## config.mk

```make
export PLATFORM = sky130hd
export DESIGN_NAME = decimal_timestamp_parser
export DESIGN_NICKNAME = d
export VERILOG_FILES = /design/src/rtl/dtp_pkg.sv /design/src/rtl/dtp_in_reg.sv /design/src/rtl/dtp_parse.sv /design/src/rtl/decimal_timestamp_parser.sv
export SDC_FILE = /design/constraint.sdc
export NUM_CORES = 2
export LEC_CHECK = 0
export BUFFER_PORTS_ARGS = -buffer_cell sky130_fd_sc_hd__buf_2
export CAP_MARGIN = 20
export CORE_ASPECT_RATIO = 0.75
export CORE_MARGIN = 2
export CORE_UTILIZATION = 40
export CTS_BUF_LIST = sky130_fd_sc_hd__clkbuf_16
export DETAILED_ROUTE_END_ITERATION = 8
export PLACE_DENSITY = 0.65
export SYNTH_ARGS = -nofsm -noshare
export SYNTH_HDL_FRONTEND = slang
export SYNTH_HIERARCHICAL = 1
export SYNTH_SLANG_ARGS = --single-unit
```

## constraint.sdc

```tcl
create_clock -name aclk -period 22.9 [get_ports aclk]
set_input_delay 1.145 -clock aclk [delete_from_list [all_inputs] [get_ports aclk]]
set_output_delay 1.145 -clock aclk [all_outputs]
set_load 0.01 [all_outputs]
```

## src/rtl/dtp_pkg.sv

```systemverilog
// Shared types and constants for the decimal timestamp parser.
// No dependencies; imported by dtp_in_reg, dtp_parse and the top level.
`default_nettype none

package dtp_pkg;

    localparam logic [7:0]  POINT_CHAR      = 8'h2E;
    localparam logic [7:0]  NUL_CHAR        = 8'h00;
    localparam logic [7:0]  DIGIT_ZERO      = 8'h30;
    localparam logic [7:0]  DIGIT_NINE      = 8'h39;
    localparam logic [3:0]  FRAC_MAX_DIGITS = 4'd9;
    localparam logic [3:0]  COUNT_SAT       = 4'd10;
    localparam logic [29:0] NS_PER_SEC      = 30'd1000000000;

    typedef enum logic [2:0] {
        PH_START = 3'd0,
        PH_WHOLE = 3'd1,
        PH_FRAC  = 3'd2,
        PH_ENDED = 3'd3,
        PH_BAD   = 3'd4
    } phase_t;

    // One character transfer as held in the input register.
    typedef struct packed {
        logic [7:0] char_code;
        logic       end_of_string;
    } dtp_item_t;

    function automatic logic [29:0] pow10(input logic [3:0] idx);
        logic [29:0] p;
        unique case (idx)
            4'd0:    p = 30'd1;
            4'd1:    p = 30'd10;
            4'd2:    p = 30'd100;
            4'd3:    p = 30'd1000;
            4'd4:    p = 30'd10000;
            4'd5:    p = 30'd100000;
            4'd6:    p = 30'd1000000;
            4'd7:    p = 30'd10000000;
            4'd8:    p = 30'd100000000;
            4'd9:    p = NS_PER_SEC;
            default: p = 30'd1;
        endcase
        return p;
    endfunction

endpackage

`default_nettype wire

```

## src/rtl/dtp_in_reg.sv

```systemverilog
// Input register of the decimal timestamp parser.
// Depends on dtp_pkg for the item struct.
`default_nettype none

module dtp_in_reg
    import dtp_pkg::*;
(
    input  wire logic      aclk,
    input  wire logic      aresetn,
    input  wire logic      s_valid,
    output logic           s_ready,
    input  wire logic [7:0] s_char_code,
    input  wire logic      s_end_of_string,
    input  wire logic      consume,
    output logic           item_valid,
    output dtp_item_t      item
);

    logic      valid_reg, valid_next;
    dtp_item_t item_reg;
    logic      load;

    // Refill in the same cycle the held item moves on.
    assign s_ready = !valid_reg || consume;
    assign load    = s_valid && s_ready;

    always_comb begin
        valid_next = valid_reg;
        if (load) begin
            valid_next = 1'b1;
        end else if (consume) begin
            valid_next = 1'b0;
        end
    end

    always_ff @(posedge aclk) begin
        if (!aresetn) begin
            valid_reg <= 1'b0;
        end else begin
            valid_reg <= valid_next;
        end
    end

    always_ff @(posedge aclk) begin
        if (load) begin
            item_reg.char_code     <= s_char_code;
            item_reg.end_of_string <= s_end_of_string;
        end
    end

    assign item_valid = valid_reg;
    assign item       = item_reg;

endmodule

`default_nettype wire

```

## src/rtl/dtp_parse.sv

```systemverilog
// Parse state machine, accumulators and result register.
// Depends on dtp_pkg for phase codes, constants and the power-of-ten table.
`default_nettype none

module dtp_parse
    import dtp_pkg::*;
(
    input  wire logic        aclk,
    input  wire logic        aresetn,
    input  wire logic        item_valid,
    input  wire dtp_item_t   item,
    output logic             consume,
    output logic             m_valid,
    input  wire logic        m_ready,
    output logic             m_status,
    output logic [63:0]      m_seconds,
    output logic [29:0]      m_nanoseconds
);

    phase_t      phase_reg, phase_next;
    logic [63:0] whole_reg, whole_next;
    logic [29:0] frac_reg, frac_next;
    logic [3:0]  count_reg, count_next;

    logic        m_valid_reg, m_valid_next;
    logic        status_reg, status_next;
    logic [63:0] seconds_reg, seconds_next;
    logic [29:0] ns_reg, ns_next;

    logic        out_free;
    logic        is_digit;
    logic [3:0]  digit;
    logic [63:0] whole_step;
    logic [29:0] frac_step;
    logic        ok;
    logic [59:0] ns_prod;
    logic        emit;

    assign out_free = !m_valid_reg || m_ready;
    // Character transfers never wait; a terminator waits for a free result slot.
    assign consume  = item_valid && (!item.end_of_string || out_free);
    assign emit     = consume && item.end_of_string;

    assign is_digit   = (item.char_code >= DIGIT_ZERO) && (item.char_code <= DIGIT_NINE);
    assign digit      = item.char_code[3:0];
    assign whole_step = {whole_reg[60:0], 3'b000} + {whole_reg[62:0], 1'b0} + 64'(digit);
    assign frac_step  = {frac_reg[26:0], 3'b000} + {frac_reg[28:0], 1'b0} + 30'(digit);

    assign ok = ((phase_reg == PH_FRAC) || (phase_reg == PH_ENDED))
             && (count_reg >= 4'd1) && (count_reg <= FRAC_MAX_DIGITS);
    assign ns_prod = 60'(frac_reg) * 60'(pow10(FRAC_MAX_DIGITS - count_reg));

    always_comb begin
        phase_next = phase_reg;
        whole_next = whole_reg;
        frac_next  = frac_reg;
        count_next = count_reg;
        if (consume) begin
            if (item.end_of_string) begin
                phase_next = PH_START;
                whole_next = '0;
                frac_next  = '0;
                count_next = '0;
            end else begin
                unique case (phase_reg)
                    PH_START, PH_WHOLE: begin
                        if (is_digit) begin
                            whole_next = whole_step;
                            phase_next = PH_WHOLE;
                        end else if (item.char_code == POINT_CHAR
                                     && phase_reg == PH_WHOLE) begin
                            phase_next = PH_FRAC;
                        end else begin
                            phase_next = PH_BAD;
                        end
                    end
                    PH_FRAC: begin
                        if (is_digit) begin
                            // Drop digits past the ninth; the count still marks the overflow.
                            if (count_reg < FRAC_MAX_DIGITS) begin
                                frac_next = frac_step;
                            end
                            if (count_reg < COUNT_SAT) begin
                                count_next = count_reg + 4'd1;
                            end
                        end else if (item.char_code == NUL_CHAR) begin
                            phase_next = PH_ENDED;
                        end else begin
                            phase_next = PH_BAD;
                        end
                    end
                    PH_ENDED, PH_BAD: begin
                        phase_next = phase_reg;
                    end
                    default: begin
                        phase_next = PH_BAD;
                    end
                endcase
            end
        end
    end

    always_comb begin
        m_valid_next = m_valid_reg;
        status_next  = status_reg;
        seconds_next = seconds_reg;
        ns_next      = ns_reg;
        if (m_ready) begin
            m_valid_next = 1'b0;
        end
        if (emit) begin
            m_valid_next = 1'b1;
            if (ok) begin
                status_next  = 1'b0;
                seconds_next = whole_reg;
                ns_next      = ns_prod[29:0];
            end else begin
                status_next  = 1'b1;
                seconds_next = '0;
                ns_next      = '0;
            end
        end
    end

    always_ff @(posedge aclk) begin
        if (!aresetn) begin
            phase_reg   <= PH_START;
            whole_reg   <= '0;
            frac_reg    <= '0;
            count_reg   <= '0;
            m_valid_reg <= 1'b0;
        end else begin
            phase_reg   <= phase_next;
            whole_reg   <= whole_next;
            frac_reg    <= frac_next;
            count_reg   <= count_next;
            m_valid_reg <= m_valid_next;
        end
    end

    always_ff @(posedge aclk) begin
        status_reg  <= status_next;
        seconds_reg <= seconds_next;
        ns_reg      <= ns_next;
    end

    assign m_valid       = m_valid_reg;
    assign m_status      = status_reg;
    assign m_seconds     = seconds_reg;
    assign m_nanoseconds = ns_reg;

endmodule

`default_nettype wire

```

## src/rtl/decimal_timestamp_parser.sv

```systemverilog
// Decimal timestamp parser: text "<digits>.<digits>" to seconds and nanoseconds.
//
// Input channel (s_): one byte of text per transfer on s_char_code; a transfer
// with s_end_of_string high is the terminator and carries no character.
// Result channel (m_): one result per terminator: m_status 0 for a well-formed
// text with m_seconds (modulo 2^64) and m_nanoseconds, m_status 1 otherwise
// with both values zero. A zero byte after the point ends the text early; later
// bytes up to the terminator are ignored.
// Throughput: one byte per cycle while no terminator is held back, set by the
// single multiply-by-ten and add step between the input register and parse state.
// Result path: an accepted terminator passes from the input register into the
// result register once that register is free, and m_valid rises from there.
// Stall: while m_valid waits on m_ready, character bytes keep flowing into the
// parser; a second terminator waits in the input register until the pending
// result is taken, and s_ready then drops.
// Reset: synchronous, active-low aresetn empties both registers and returns
// the parser to its start phase with cleared accumulators.
// Depends on dtp_pkg, dtp_in_reg and dtp_parse.
`default_nettype none

module decimal_timestamp_parser
    import dtp_pkg::*;
(
    input  wire logic        aclk,
    input  wire logic        aresetn,
    input  wire logic        s_valid,
    output logic             s_ready,
    input  wire logic [7:0]  s_char_code,
    input  wire logic        s_end_of_string,
    output logic             m_valid,
    input  wire logic        m_ready,
    output logic             m_status,
    output logic [63:0]      m_seconds,
    output logic [29:0]      m_nanoseconds
);

    logic      item_valid;
    dtp_item_t item;
    logic      consume;

    dtp_in_reg u_in_reg (
        .aclk            (aclk),
        .aresetn         (aresetn),
        .s_valid         (s_valid),
        .s_ready         (s_ready),
        .s_char_code     (s_char_code),
        .s_end_of_string (s_end_of_string),
        .consume         (consume),
        .item_valid      (item_valid),
        .item            (item)
    );

    dtp_parse u_parse (
        .aclk          (aclk),
        .aresetn       (aresetn),
        .item_valid    (item_valid),
        .item          (item),
        .consume       (consume),
        .m_valid       (m_valid),
        .m_ready       (m_ready),
        .m_status      (m_status),
        .m_seconds     (m_seconds),
        .m_nanoseconds (m_nanoseconds)
    );

endmodule

`default_nettype wire

```

# ---- Yosys cells after proc, flatten, opt, wreduce, memory -nomap -nowiden
# Memory sizes are Yosys's and may differ from the RTL's.
# Cells that the tools add are included.
dict set report word_totals {
  regBits 207
  mem_bits_ro 480
  elab_cells 83
  n_memories 1
}
# name words width read_ports rd_clocked_by_memory_dff wr line
set memory_table {}
lappend memory_table {{(no name shown)} 16 30 1 0 0 dtp_pkg.sv:31} ;# unique case (idx)
dict set report classes {
  n_addsub 6
  mul 1
  n_lt_le_gt_ge 6
  eq_ne 7
  muxes 22
  reduce_logical 29
}
# operator n
set ops {}
lappend ops {{$mux W64} 3}
lappend ops {{$mux W30} 4}
lappend ops {{$add A64 B4 Y64} 1}
lappend ops {{$add A64 B64 Y64} 1}
lappend ops {{$add A30 B30 Y30} 1}
lappend ops {{$add A30 B4 Y30} 1}
lappend ops {{$mul A30 B30 Y30} 1}
lappend ops {{$mux W4} 4}
lappend ops {{$mux W3} 5}
lappend ops {{$reduce_bool A2 Y1} 7}
lappend ops {{$pmux W3 S3} 1}
lappend ops {{$eq A8 B6 Y1 const B} 1}
lappend ops {{$ge A8 B6 Y1 const B} 1}
lappend ops {{$le A8 B6 Y1 const B} 1}
lappend ops {{$logic_not A8 Y1} 1}
lappend ops {{$lt A4 B4 Y1 const B} 2}
lappend ops {{$reduce_and A4 Y1} 2}
lappend ops {{$logic_and A1 B1 Y1} 7}
lappend ops {{$eq A3 B2 Y1 const B} 2}
lappend ops {{$reduce_and A3 Y1} 2}
lappend ops {{$mux W1} 5}
lappend ops {{$add A4 B1 Y4 const B} 1}
lappend ops {{$ge A4 B1 Y1 const B} 1}
lappend ops {{$le A4 B4 Y1 const B} 1}
lappend ops {{other kinds (9)} 15}

# ---- Logic depth before layout (Yosys ltp)
dict set report logic_depth {
  word_depth 7
  ltp_mapped 35
  depth_no_buf 32
}

# ---- Hierarchy
# The synthesis kept the hierarchy.
# module instances cells_each area_each_um2
set modules_own_cells {}
lappend modules_own_cells {dtp_parse 1 2959 27129.8}
lappend modules_own_cells {dtp_in_reg 1 14 327.8}

# ---- Least setup slack after synthesis
# No wires, ideal clock.
dict set report synth_timing {
  path_type {register -> register}
  startpoint {reg u_parse.count_reg[1]}
  endpoint {reg u_parse.ns_reg[23] (netlist: u_parse/m_nanoseconds[23]) (data pin)}
  arrival_time_ns 7.916
  t_required_ns 22.634
  path_slack_ns 14.718
  stages_incl_launch_ff 34
  synth_period_minus_slack_ns 8.182
  cell_sequence {dfxtp_1 inv_1 ha_1 buf_1 nand2_1 a21oi_1 clkbuf_1 nand2_1 fa_1 inv_1 fa_1 fa_1 inv_1 fa_1 inv_1 fa_1 inv_1 fa_1 inv_1 fa_1 inv_1 fa_1 inv_1 ha_1 a21oi_1 o311ai_0 nand2_1 o41ai_2 o311ai_1 a21oi_1 a21o_1 a21oi_1 xor2_1 nor2_1}
}
dict set report synth_via {
  elab_chain_len 3
  elab_cells_between_ends 7
  classes_between {1 x add/sub; 1 x mul; 2 x order compare; 2 x reduce/logical; 1 x memory}
}
# item line
set synth_rtl {}
lappend synth_rtl {{start, declared} dtp_parse.sv:23} ;# logic [3:0] count_reg, count_next;
lappend synth_rtl {{start signal, assigned} dtp_parse.sv:136} ;# count_reg <= count_next;
lappend synth_rtl {{$sub A4 B4 Y4 or $ge A4 B1 Y1 (tied branches)} {dtp_parse.sv:51, dtp_parse.sv:50}}
lappend synth_rtl {{$mem_v2 Z16 W30 or $logic_and A1 B1 Y1 (tied branches)} n/a}
lappend synth_rtl {{$mul A30 B30 Y30 or $logic_and A1 B1 Y1 (tied branches)} {dtp_parse.sv:51, dtp_parse.sv:50}}
lappend synth_rtl {{end signal, assigned} dtp_parse.sv:144} ;# ns_reg <= ns_next;
lappend synth_rtl {{end, declared} dtp_parse.sv:28} ;# logic [29:0] ns_reg, ns_next;
# Parallel ways exist; a longest one is shown, timed or not.
# A chain may end at the register's enable or synchronous reset.

# ---- Final worst setup path
# Same ends and word-level chain as after synthesis.

==> flow_metrics.tcl <==
set metrics [dict create \
    ys_seq_elements 207 \
    synth_edf_count 104 \
    track_usage_pct 20.32 \
    gp_congestion 0.9516 \
    nFillCells 6671 \
    cts_resized 0 \
    grt_pass1_vias 20530 \
    cts_buffers 25 \
    die_y_microns 230.9 \
    end_kind "register" \
    ys_async_sr_fraction_pct 0 \
    tritoncts "done" \
    firstDrtPassIters 5 \
    fmax_mhz 103.9 \
    setup_viol 0 \
    status "finished, final reports clean" \
    hold_viol 0 \
    cts.sinks 207 \
    power.leakage_nw 14.41 \
    cap_viol_max_count 0 \
    synth.top_cell.area_share_pct 26.03 \
    period_minus_slack_ps 9626 \
    finalNetCount 3701 \
    slew_headroom_pct 31.68 \
    power.density_nw_per_um2 27.89 \
    worstPathMaxFanout 17 \
    slowest_stage "nor3_2" \
    synth_cell_types 78 \
    wire_per_inst_microns 17.94 \
    rsz0062_at_grt "no" \
    worst-slew-pin-transition_ps 1023 \
    slew_viol_final 0 \
    synth_mux_area_share_pct 0.2552 \
    crit_required_ps 23180 \
    grt_max_degree 71 \
    synthCells 2973 \
    syn_to_final_growth_pct 8.571 \
    hold_buffers 0 \
    synth_nets 3644 \
    ir_drop_mv 0.05478 \
    drc 0 \
    startpoint_type "register" \
    synth_top_area_cell "fa_1" \
    final_common_cell "inv_1" \
    synth_xor_area_share_pct 4.771 \
    place_ws_ps 12750 \
    syn_area_sq_um 27460 \
    ys.flop_type "edfxtp_1" \
    fin_crit_sh_pct 42.04 \
    synth_warnings 6 \
    fp-row-count 83 \
    hp-class "register to register" \
    cts_root_buf "clkbuf_16" \
    finClkSkew_ps 13.68 \
    drive_above_1_share_pct 7.215 \
    overflow 0 \
    routed_via_density 5.191 \
    syn_area_per_cell_sq_um 9.236 \
    vias 20470 \
    io_pins 110 \
    synth-compound-area-share_pct 10.94 \
    critical_path_class "register to register" \
    clk_latency_ps 570 \
    antenna_found_initial 1 \
    yosys.area_share.simple_pct 17.35 \
    synth_top_family_by_area "adder cells" \
    yosysSeqAreaShare_pct 18.88 \
    die_width_microns 306.5 \
    synthAdderAreaFrac_pct 39.78 \
    synthTopCellsByArea "fa_1 26%, ha_1 14%, edfxtp_1 11%" \
    clk_pin_slew_worst_paths_ps 70 \
    critPathArrivalTime_ps 9910 \
    power_w 0.0008314 \
    post-dp-hpwl_microns 55010 \
    antenna_left 0 \
    fin_ws_ps 13270 \
    core_sq_um 68230 \
    place.port_buffers 109 \
    cts_setup_buffers 0 \
    drt-initial-drc-count 1566 \
    routed_wl_microns 70740 \
    tns_ps 0 \
    grt_pass1_wl_microns 114200 \
    final_cell_mix "462 x inv_1, 357 x fa_1, 317 x and2_1" \
    max-clock-path-buffers 3 \
    ctsHtreeMaxLevel 1 \
    start_util_pct 40.24 \
    cpPeakStageDelay_ps 770 \
    die-area_sq_um 70780 \
    crit_top_cell "fa_1" \
]
## Yosys cell counts, types with 4 or more instances
| library cell | count |
|---|---|
| mux2i_1 | 7 |
| a31oi_1 | 8 |
| nor4_1 | 6 |
| or3_1 | 12 |
| edfxtp_1 | 104 |
| xnor2_1 | 94 |
| ha_1 | 301 |
| a211o_1 | 6 |
| and4_1 | 5 |
| fa_1 | 357 |
| clkbuf_1 | 112 |
| inv_1 | 458 |
| nand4_1 | 16 |
| and3_1 | 22 |
| nor2b_1 | 72 |
| a32o_1 | 5 |
| o21ai_0 | 91 |
| buf_1 | 5 |
| a21oi_1 | 123 |
| xor2_1 | 48 |
| nand3_1 | 31 |
| nor3b_1 | 6 |
| a211oi_1 | 10 |
| o21a_1 | 22 |
| o21ai_1 | 16 |
| a22oi_1 | 43 |
| nand2_1 | 271 |
| o211ai_1 | 9 |
| nand2b_1 | 21 |
| a21o_1 | 48 |
| o21bai_1 | 26 |
| and2_1 | 317 |
| or2_2 | 4 |
| nor3_1 | 29 |
| nor2_1 | 93 |
| dfxtp_1 | 103 |
## area by class of cell
type	instances	area, sq um	area share (%)
Multi-Input combinational cell	2185	20100	67.43
Tap cell	892	1116	3.744
Clock inverter	20	155.1	0.5204
Sequential cell	207	5185	17.39
Inverter	459	1725	5.788
Timing Repair Buffer	152	868.3	2.913
Clock buffer	26	650.6	2.182
Antenna cell	3	7.507	0.02518
## power by group
part | internal (W) | switching (W) | leakage [nW]
logic | 0.0000110 | 0.0000217 | 12.3
clock network | 0.000221 | 0.000176 | 0.414
registers | 0.000398 | 0.00000501 | 1.70
## routing by layer
layer | wire (microns) | track usage (%)
met3 | 5911 | 4.994
met1 | 35910 | 31.85
met4 | 1047 | 3.309
met5 | 0 | 0
met2 | 27870 | 28.20
## critical path, delay by kind of cell, from the launching register on
family          cells  cell delay (ps)
compound gates      7             1860
simple gates        4             1140
buf+inv             8              810
fa+ha+maj          10             4570
xor+xnor            2              460
flops               1              490
## cells by family after synthesis
family / count (synthesis)
AOI/OAI and AO/OA: 461
xor gates and xnor gates: 145
adders and majority gates: 659
buffers and inverters: 581
DFF: 207
muxes: 7
and+or+nand+nor: 913
## path summary, 6_finish.rpt
path,startpoint,endpoint,slack (ps),cells after the start
worst max-delay path,u_parse/count_reg[1]$_SDFFE_PN0P_,u_parse/m_nanoseconds[23]$_SDFFCE_PN0P_,13270,31
worst max register to register,u_parse/count_reg[1]$_SDFFE_PN0P_,u_parse/m_nanoseconds[23]$_SDFFCE_PN0P_,13270,31
worst min register to register,u_parse/frac_reg[29]$_SDFFE_PN0P_,u_parse/frac_reg[29]$_SDFFE_PN0P_,470,2
worst min-delay path,u_parse/frac_reg[29]$_SDFFE_PN0P_,u_parse/frac_reg[29]$_SDFFE_PN0P_,470,2
## stage by stage
step | utilization (%) | hold WS (ps) | instance area (sq um) | cells
6_report | 43.69 | 469.2 | 29810 | 3944
5_1_grt | 43.68 | 510.8 | 29800 | 3941
4_1_cts | 43.66 | 469.9 | 29790 | 3939
3_5_place_dp | 42.48 | 453.9 | 28980 | 3893
3_3_place_gp | 42.47 | 451.8 | 28980 | 3892
2_1_floorplan | - | 417.1 | 27460 | 2973
(Power assumes the default switching activity.)
